--- config.mk ---
export PLATFORM = sky130hd
export DESIGN_NAME = integer_to_ascii_converter_core_flat
export DESIGN_NICKNAME = d
export VERILOG_FILES = /design/src/sv/itoa_pkg.sv /design/src/sv/itoa_intf.sv /design/src/sv/integer_to_ascii_converter_core.sv /design/src/flat_wrapper.sv
export SDC_FILE = /design/constraint.sdc
export NUM_CORES = 1
export LEC_CHECK = 0
export BUFFER_PORTS_ARGS = -buffer_cell sky130_fd_sc_hd__buf_2
export CAP_MARGIN = 20
export CORE_MARGIN = 4
export CORE_UTILIZATION = 55
export DETAILED_ROUTE_END_ITERATION = 10
export MAX_ROUTING_LAYER = met4
export PLACE_DENSITY = 0.77
export SLEW_MARGIN = 20
export SYNTH_ARGS = -nofsm -noshare
export SYNTH_HDL_FRONTEND = slang
export SYNTH_SLANG_ARGS = --single-unit
--- constraint.sdc ---
create_clock -name i_clk -period 3.6 [get_ports i_clk]
set_clock_uncertainty 0.15 [all_clocks]
set_input_delay 0.18 -clock i_clk [delete_from_list [all_inputs] [get_ports i_clk]]
set_output_delay 0.18 -clock i_clk [all_outputs]
set_load 0.02 [all_outputs]
--- src/sv/itoa_pkg.sv ---
// Shared constants, character codes and helpers of the integer to ASCII converter.
// No dependencies; every other file imports this package.
package itoa_pkg;

    // Converted word width (8 to 32 with the fixed 32-bit value field).
    localparam int VALUE_BITS = 32;
    localparam int VALUE_W    = 32;
    localparam int MODE_W     = 2;
    localparam int CHAR_W     = 7;

    // Decimal digits needed for VALUE_BITS: floor(VALUE_BITS * log10(2)) + 1.
    localparam int DEC_DIGITS = (VALUE_BITS * 30103) / 100000 + 1;
    localparam int BCD_BITS   = 4 * DEC_DIGITS;
    localparam int CNT_W      = $clog2(VALUE_BITS + 1);
    localparam int LEFT_W     = $clog2(DEC_DIGITS + 1);

    // Format modes; the unused code falls back to unsigned decimal.
    localparam logic [MODE_W-1:0] MODE_SIGNED   = 2'd0;
    localparam logic [MODE_W-1:0] MODE_UNSIGNED = 2'd1;
    localparam logic [MODE_W-1:0] MODE_HEX      = 2'd2;

    localparam logic [CHAR_W-1:0] CHAR_MINUS   = 7'h2D;
    localparam logic [CHAR_W-1:0] CHAR_ZERO    = 7'h30;
    localparam logic [CHAR_W-1:0] CHAR_NINE    = 7'h39;
    localparam logic [CHAR_W-1:0] CHAR_LOWER_A = 7'h61;
    localparam logic [CHAR_W-1:0] CHAR_LOWER_F = 7'h66;

    // One digit (0..15) to its ASCII code, hex digits in lower case.
    function automatic logic [CHAR_W-1:0] digit_char(input logic [3:0] nib);
        logic [CHAR_W-1:0] ext;
        ext = CHAR_W'(nib);
        if (nib < 4'd10) begin
            digit_char = CHAR_ZERO + ext;
        end else begin
            digit_char = CHAR_LOWER_A + ext - 7'd10;
        end
    endfunction

endpackage

--- src/sv/itoa_intf.sv ---
// Stream interfaces of the integer to ASCII converter: number in, characters out.
// Depends on itoa_pkg for field widths.
interface itoa_in_if import itoa_pkg::*; ();
    logic                valid;
    logic                ready;
    logic [VALUE_W-1:0]  value;
    logic [MODE_W-1:0]   format_mode;

    modport source (output valid, output value, output format_mode, input ready);
    modport sink   (input valid, input value, input format_mode, output ready);
endinterface

interface itoa_out_if import itoa_pkg::*; ();
    logic                valid;
    logic                ready;
    logic [CHAR_W-1:0]   char_code;
    logic                last_char;

    modport source (output valid, output char_code, output last_char, input ready);
    modport sink   (input valid, input char_code, input last_char, output ready);
endinterface

--- src/sv/integer_to_ascii_converter_core.sv ---
// Top level of the integer to ASCII converter: shift-add-3 sequencer and character output.
// Depends on itoa_pkg and the stream interfaces in itoa_intf.sv.
//
//   channel | dir | beat payload                | role
//   --------+-----+-----------------------------+-------------------------------------
//   i_in    | in  | value[31:0], format_mode[1:0]| one number per beat
//   o_out   | out | char_code[6:0], last_char   | one ASCII char per beat, MSB first
//
// Steps: decimal items take a load step, VALUE_BITS (32) shift-add-3 steps of the
// shared BCD adjust/shift unit, one step per leading zero digit skipped and a hand-off
// step out of the skip state, then emit the minus sign if negative and the digits, one
// character per step while o_out is not stalled. Hex items skip the conversion loop and
// carry no sign. i_in.ready is high only while idle; the next number is taken while the
// last char of the previous one still sits in the output register. A stalled o_out holds
// the sequencer in the sign and emit states. Reset (synchronous, active low) clears the
// state and o_out.valid.
module integer_to_ascii_converter_core import itoa_pkg::*; (
    input  logic        i_clk,
    input  logic        i_rst_n,
    itoa_in_if.sink     i_in,
    itoa_out_if.source  o_out
);

    localparam logic [2:0] ST_IDLE = 3'd0;  // waiting for a number
    localparam logic [2:0] ST_CONV = 3'd1;  // double-dabble steps
    localparam logic [2:0] ST_SKIP = 3'd2;  // drop leading zero digits
    localparam logic [2:0] ST_SIGN = 3'd3;  // emit '-'
    localparam logic [2:0] ST_EMIT = 3'd4;  // emit digits, top nibble first

    logic [2:0]            r_state, n_state;
    logic [VALUE_BITS-1:0] r_bin, n_bin;     // binary bits still to shift in
    logic [BCD_BITS-1:0]   r_bcd, n_bcd;     // digit register, top digit at the MSBs
    logic [CNT_W-1:0]      r_cnt, n_cnt;     // conversion steps remaining
    logic [LEFT_W-1:0]     r_left, n_left;   // digits left in r_bcd
    logic                  r_neg, n_neg;
    logic                  r_ov, n_ov;       // output register holds a beat
    logic [CHAR_W-1:0]     r_char, n_char;
    logic                  r_last, n_last;

    logic [VALUE_BITS-1:0] w_word;
    logic [VALUE_BITS-1:0] w_mag;
    logic                  w_neg;
    logic [BCD_BITS-1:0]   w_adj;
    logic [3:0]            w_top;
    logic                  w_out_free;

    assign i_in.ready      = (r_state == ST_IDLE);
    assign o_out.valid     = r_ov;
    assign o_out.char_code = r_char;
    assign o_out.last_char = r_last;

    // Operand prep: two's complement magnitude in signed mode. The most negative
    // value negates to itself, which is already the right magnitude.
    assign w_word = i_in.value[VALUE_BITS-1:0];
    assign w_neg  = (i_in.format_mode == MODE_SIGNED) && w_word[VALUE_BITS-1];
    assign w_mag  = w_neg ? (~w_word + 1'b1) : w_word;

    assign w_top      = r_bcd[BCD_BITS-1 -: 4];
    assign w_out_free = !r_ov || o_out.ready;

    // Add-3 correction on every BCD digit of 5 or more, ahead of the shift.
    always_comb begin
        logic [3:0] nib;
        nib   = 4'd0;
        w_adj = r_bcd;
        for (int k = 0; k < DEC_DIGITS; k++) begin
            nib = r_bcd[4*k +: 4];
            w_adj[4*k +: 4] = (nib >= 4'd5) ? (nib + 4'd3) : nib;
        end
    end

    always_comb begin
        n_state = r_state;
        n_bin   = r_bin;
        n_bcd   = r_bcd;
        n_cnt   = r_cnt;
        n_left  = r_left;
        n_neg   = r_neg;
        n_ov    = r_ov;
        n_char  = r_char;
        n_last  = r_last;

        if (r_ov && o_out.ready) begin
            n_ov = 1'b0;
        end

        unique case (r_state)
            ST_IDLE: begin
                if (i_in.valid) begin
                    n_neg  = w_neg;
                    n_left = LEFT_W'(DEC_DIGITS);
                    if (i_in.format_mode == MODE_HEX) begin
                        // nibbles are already the hex digits
                        n_bcd   = BCD_BITS'(w_mag);
                        n_state = ST_SKIP;
                    end else begin
                        n_bcd   = '0;
                        n_bin   = w_mag;
                        n_cnt   = CNT_W'(VALUE_BITS);
                        n_state = ST_CONV;
                    end
                end
            end
            ST_CONV: begin
                {n_bcd, n_bin} = {w_adj, r_bin} << 1;
                n_cnt = r_cnt - 1'b1;
                if (r_cnt == CNT_W'(1)) begin
                    n_state = ST_SKIP;
                end
            end
            ST_SKIP: begin
                // keep at least one digit so zero prints as '0'
                if (w_top == 4'd0 && r_left != LEFT_W'(1)) begin
                    n_bcd  = r_bcd << 4;
                    n_left = r_left - 1'b1;
                end else begin
                    n_state = r_neg ? ST_SIGN : ST_EMIT;
                end
            end
            ST_SIGN: begin
                if (w_out_free) begin
                    n_ov    = 1'b1;
                    n_char  = CHAR_MINUS;
                    n_last  = 1'b0;
                    n_state = ST_EMIT;
                end
            end
            ST_EMIT: begin
                if (w_out_free) begin
                    n_ov   = 1'b1;
                    n_char = digit_char(w_top);
                    n_last = (r_left == LEFT_W'(1));
                    n_bcd  = r_bcd << 4;
                    n_left = r_left - 1'b1;
                    if (r_left == LEFT_W'(1)) begin
                        n_state = ST_IDLE;
                    end
                end
            end
            default: begin
                n_state = ST_IDLE;
            end
        endcase
    end

    // Control state
    always_ff @(posedge i_clk) begin
        if (!i_rst_n) begin
            r_state <= ST_IDLE;
            r_ov    <= 1'b0;
        end else begin
            r_state <= n_state;
            r_ov    <= n_ov;
        end
    end

    // Datapath, no reset needed
    always_ff @(posedge i_clk) begin
        r_bin  <= n_bin;
        r_bcd  <= n_bcd;
        r_cnt  <= n_cnt;
        r_left <= n_left;
        r_neg  <= n_neg;
        r_char <= n_char;
        r_last <= n_last;
    end

endmodule

--- src/flat_wrapper.sv ---
// flat-port wrapper written by rule: the top's interface ports become plain ports
module integer_to_ascii_converter_core_flat import itoa_pkg::*;
  (i_clk, i_rst_n, i_in_valid, i_in_value, i_in_format_mode, i_in_ready, o_out_valid, o_out_char_code, o_out_last_char, o_out_ready);
  itoa_in_if i_in_i ();
  itoa_out_if o_out_i ();
  input  logic i_clk;
  input  logic i_rst_n;
  input wire logic [$bits(i_in_i.valid)-1:0] i_in_valid;
  input wire logic [$bits(i_in_i.value)-1:0] i_in_value;
  input wire logic [$bits(i_in_i.format_mode)-1:0] i_in_format_mode;
  output wire logic [$bits(i_in_i.ready)-1:0] i_in_ready;
  output wire logic [$bits(o_out_i.valid)-1:0] o_out_valid;
  output wire logic [$bits(o_out_i.char_code)-1:0] o_out_char_code;
  output wire logic [$bits(o_out_i.last_char)-1:0] o_out_last_char;
  input wire logic [$bits(o_out_i.ready)-1:0] o_out_ready;
  assign i_in_i.valid = i_in_valid;
  assign i_in_i.value = i_in_value;
  assign i_in_i.format_mode = i_in_format_mode;
  assign i_in_ready = i_in_i.ready;
  assign o_out_valid = o_out_i.valid;
  assign o_out_char_code = o_out_i.char_code;
  assign o_out_last_char = o_out_i.last_char;
  assign o_out_i.ready = o_out_ready;
  integer_to_ascii_converter_core u_core (.i_clk(i_clk), .i_rst_n(i_rst_n), .i_in(i_in_i), .o_out(o_out_i));
endmodule
# == Word level (Yosys, flattened, before mapping) ==
# Index checks and enable logic that the tools add are counted.
# word_totals
output_inout_bits,10
ff_bits,95
input_bits,38
word_cells,117
# op_classes
add_sub_neg,16
muxes,45
n_bitwise,1
order_cmp,11
eq_ne,16
reduce_logical,19
# ops
operator,n
$pmux W40 S4,1
$mux W32,4
$mux W40,3
$pmux W32 S2,1
$mux W4,12
$ge A4 B3 Y1 const B,10
$add A4 B2 Y4 const B,9
$add A32 B1 Y32 const B,1
$not A32 Y32,1
$mux W3,8
$mux W7,3
$pmux W3 S5,1
$pmux W7 S2,1
$mux W6,2
$pmux W4 S3,1
$pmux W6 S2,1
$ne A2 B1 Y1 const B,5
$reduce_and A4 Y1,2
$add A6 B4 Y7 const A,1
$add A6 B5 Y7 const A,1
$sub A7 B4 Y7 const B,1
$eq A3 B2 Y1 const B,2
$eq A6 B1 Y1 const B,1
$ne A2 B2 Y1 const B,3
25 further kinds,33

# == Logic depth before layout (Yosys ltp) ==
# logic_depth
word_depth,6
ltp_mapped,8
depth_no_buf,7

# == Worst setup path after synthesis ==
# No wires, ideal clock.
# synth_path
kind,register -> register
start,reg u_core.r_bcd[37]
end,"reg u_core.r_bcd[0], enable pin"
slack_ps,-226
arrival_time_ps,3225
period_less_slack_ps,3826
setup_time_ps,451
required_ps,2999
n_path_buf,0
stages_incl_launch_ff,7
cell_sequence,edfxtp_1 inv_1 ha_1 nor4b_1 nand2_1 a21o_1 a21oi_1
# synth_between
elab_chain_cells,4
# synth_rtl
element,line_no,rtl
start: declaration,integer_to_ascii_converter_core.sv:32,"logic [BCD_BITS-1:0] r_bcd, n_bcd;"
start signal: assignment,integer_to_ascii_converter_core.sv:160,r_bcd <= n_bcd;
$logic_not A4 Y1,integer_to_ascii_converter_core.sv:113,if (w_top == 4'd0 && r_left != LEFT_W'(1)) begin
$logic_and A1 B1 Y1,integer_to_ascii_converter_core.sv:113,
$ne A2 B1 Y1 (no source line),--,
$reduce_and A4 Y1 (no source line),--,
# Every way passes these cells.
# A chain may end at the register's enable or synchronous reset.

# == Final worst setup path ==
# layout_path
start,reg u_core.r_bcd[37]
end,"reg u_core.r_bcd[11], enable pin"
# Same word-level chain as after synthesis.

==> summary.txt <==
Global route
  • Initial antenna violation count: 0
  • GRT Total Usage: 21.9%
  • First-pass GRT wire length: between 20,000 and 25,000 um
  • GRT overflow: 0
  • Vias in the first global route: 4,624
  • Largest net degree at the start of global routing: 42

Timing
  • Unrepaired setup endpoints after global routing: false
  • Tightest Pin Transition: 715 ps
  • Slew Limit Headroom: a little over half
  • Sum of negative setup slack: 0 ps
  • Min Tclk post-route: 2540 ps
  • Period utilization: 70.4%
  • Final-report hold violation count: 0
  • Final setup vio count: 0
  • Setup ws final: 1060 ps
  • Max-slew violations: 0
  • Max Clock Freq: 394 MHz

Pwr
  • Maximum vdd drop: between 0.3 and 0.4 mV
  • Switching share of power: 41.5%
  • Static Leak: 2.34 nW
  • Clk pwr share: 12.5%
  • Power, Total: 5.52 mW
  • Flop pwr share: roughly 44%
  • P per Cell Area: 848 nW/um^2
  • Combinational power share: 43.9%
  • Pint: 3.23 mW
  • Net Sw Power: 2.29 mW

Final layout
  • Number of antenna diodes: 0
  • Non-Filler Instances: 782
  • Final Core Density: around 63%
  • Synth-to-Final Area Change: 10.2%
  • FF/Latch Area: between 2000 and 3000 um^2
  • # fillers: 884
  • Post-layout net count: 705
  • Area of the multi-input gates: 2920 um^2
  • Layout cell share with drive strength beyond 1: 13.6%

Clock network
  • Root Driver: clkbuf_8
  • Clk slew on worst S/H paths: 90 ps
  • Latest clock arrival within the worst-skew pair: 370 ps
  • Clk buf depth: 2
  • CTS tree: built
  • # clock sinks: 95
  • Post-CTS Setup Inserts: 0
  • H-Tree Depth: 3
  • Number of buffers created by CTS: 9

Worst setup path
  • Critical path origin: u_core.r_bcd[37]
  • FF-to-FF Start: u_core.r_bcd[37]
  • CP max FO: 40
  • CP Capture Type: flop
  • Arr. time, crit path: 2390 ps
  • Crit Path Class: flop to flop
  • Critical Path Start Type: flop
  • Flop2flop setup slack: approximately 1100 ps
  • Critical Path RT: 3460 ps

Synthesis
  • Primary FF master, synth: edfxtp_1
  • FFs w/ async S/R, synth: 0%
  • Netlist cell types: 61
  • Share of the synthesized area in the top cell type: 46.2%
  • #FFs+latches synth: 95
  • Syn Std Cell Area: 5910 um^2
  • Post-synth EDFFs: 91
  • Syn_area_per_cell: 9.87 um^2
  • Register area share after synthesis: 47.6%
  • Syn Nets: 663
  • Dominant cell type by area after synthesis: edfxtp_1
  • Synth area leaders: edfxtp_1, ha_1, a21oi_1
  • Post-Syn Instances: 599
  • Yosys warning count: 0

Detailed routing
  • Initial DRT Pass Iterations: 5
  • Via count: 4,643
  • DRT iter0 DRCs: 289
  • Final ANT Viol Nets: 0
  • Total wire length: ~13,000 um
  • DRC: 0
  • Routed len/inst: 16.7 um
  • Via density per instance: approximately 6

Hold path
  • HP Start: i_in_value[12]
  • Worst hold path class: input port to flop

Placement
  • PortBufs: 47
  • RD Place Congestion: 0.887
  • Hpwl dp: 9330 um
  • Pre-CTS setup slack: 1100 ps
  • Placed cell count: between 700 and 800

Floorplan
  • Io pins: 48
  • Core region area: 10,400 um^2
  • Die area: 12,500 um^2
  • Initial Util: between 50% and 60%
  • Rows: 37
  • Die height: 112 um
  • Die width: about 110 um

Run status
  • Status: finished clean

Job
  • Max-Cap Viols: 0
## critical path, cell delays in order (launching register included)
cell and delay [ps]:
edfxtp_1 440, inv_1 160, ha_1 160, nor4b_1 310
nand2_1 80, a21o_1 230, a21oi_4 140, buf_4 470
## synthesized netlist by cell type (all sizes together), types with 15 or more instances
| library cell | instances |
|---|---|
| xor2 | 29 |
| clkbuf | 19 |
| inv | 31 |
| xnor2 | 18 |
| o21ai | 58 |
| a22oi | 17 |
| ha | 26 |
| edfxtp | 91 |
| nand2 | 49 |
| nand2b | 15 |
| nor2 | 60 |
| a21oi | 61 |
## kinds of logic (layout without fill, tap and decap cells)
| kind of cell | count (synthesis) | in the layout | share of synthesized area, % |
|---|---|---|---|
| and+or+nand+nor | 183 | 183 | 15.7 |
| xor gates and xnor gates | 47 | 47 | 6.96 |
| other | 1 | 1 | 0.0634 |
| DFF | 95 | 95 | 47.6 |
| adders and majority gates | 26 | 26 | 5.50 |
| AOI/OAI and AO/OA | 187 | 187 | 19.9 |
| buffers and inverters | 57 | 104 | 3.70 |
| muxes | 3 | 3 | 0.550 |
## sequential cells by signal (all words and copies together) (netlist names)
register and cells:
u_core.r_neg 1, u_core.r_cnt 6, u_core.r_bin 32, u_core.o_out.last_char 1
u_core.r_left 4, u_core.r_state 3, u_core.o_out.valid 1, u_core.o_out.char_code 7
u_core.r_bcd 40
## final timing paths
kind,endpoint,cells after the start
worst max-delay path,u_core.r_bcd[11],7
worst max register to register,u_core.r_bcd[11],7
worst min register to register,u_core.r_bin[14],2
worst min-delay path,u_core.r_bcd[12],2
## final cells by class
type,count,share of cell area (%)
clock buffers,11,2.02
flip-flops and latches,95,43.2
inverters,31,1.79
repair buffers,57,4.84
multi-input cells,447,44.8
clock inverters,5,0.749
well taps,136,2.61
## stage by stage
step,hold slack (ps),instance area [um^2]
floorplan,176,5910
global placement,317,6310
CTS,12.1,6510
detailed placement,325,6310
finish,27.4,6510
global route,16.9,6510
## power groups by stage
stage,clock network (mW),logic (mW),registers (mW)
final,0.687,2.43,2.41
after global routing,0.758,2.74,2.48
after CTS,0.699,2.43,2.40
after detailed placement,0,2.41,2.43
after global placement,0,2.30,2.39
after floorplan,0,1.85,2.31
## placed cells by master (no fill, tap or decap), drive strengths merged, types with 18 or more instances in the layout
master,count
buf,55
nor2,60
edfxtp,91
xnor2,18
ha,26
xor2,29
o21ai,58
nand2,49
a21oi,61
inv,31
## per-layer routing
metal,track usage (%),wire length [um]
met1,28.9,6010
met2,35.5,6270
met3,2.55,527
met4,7.30,227
met5,-,0
## repair_timing
| action | CTS | global route |
|---|---|---|
| endpoints found under the setup margin | 0 | 0 |
| hold buffers | 2 | 0 |
| endpoints found under the hold margin | 3 | 0 |
| resized for setup | 0 | 0 |
(Power assumes the default switching activity.)
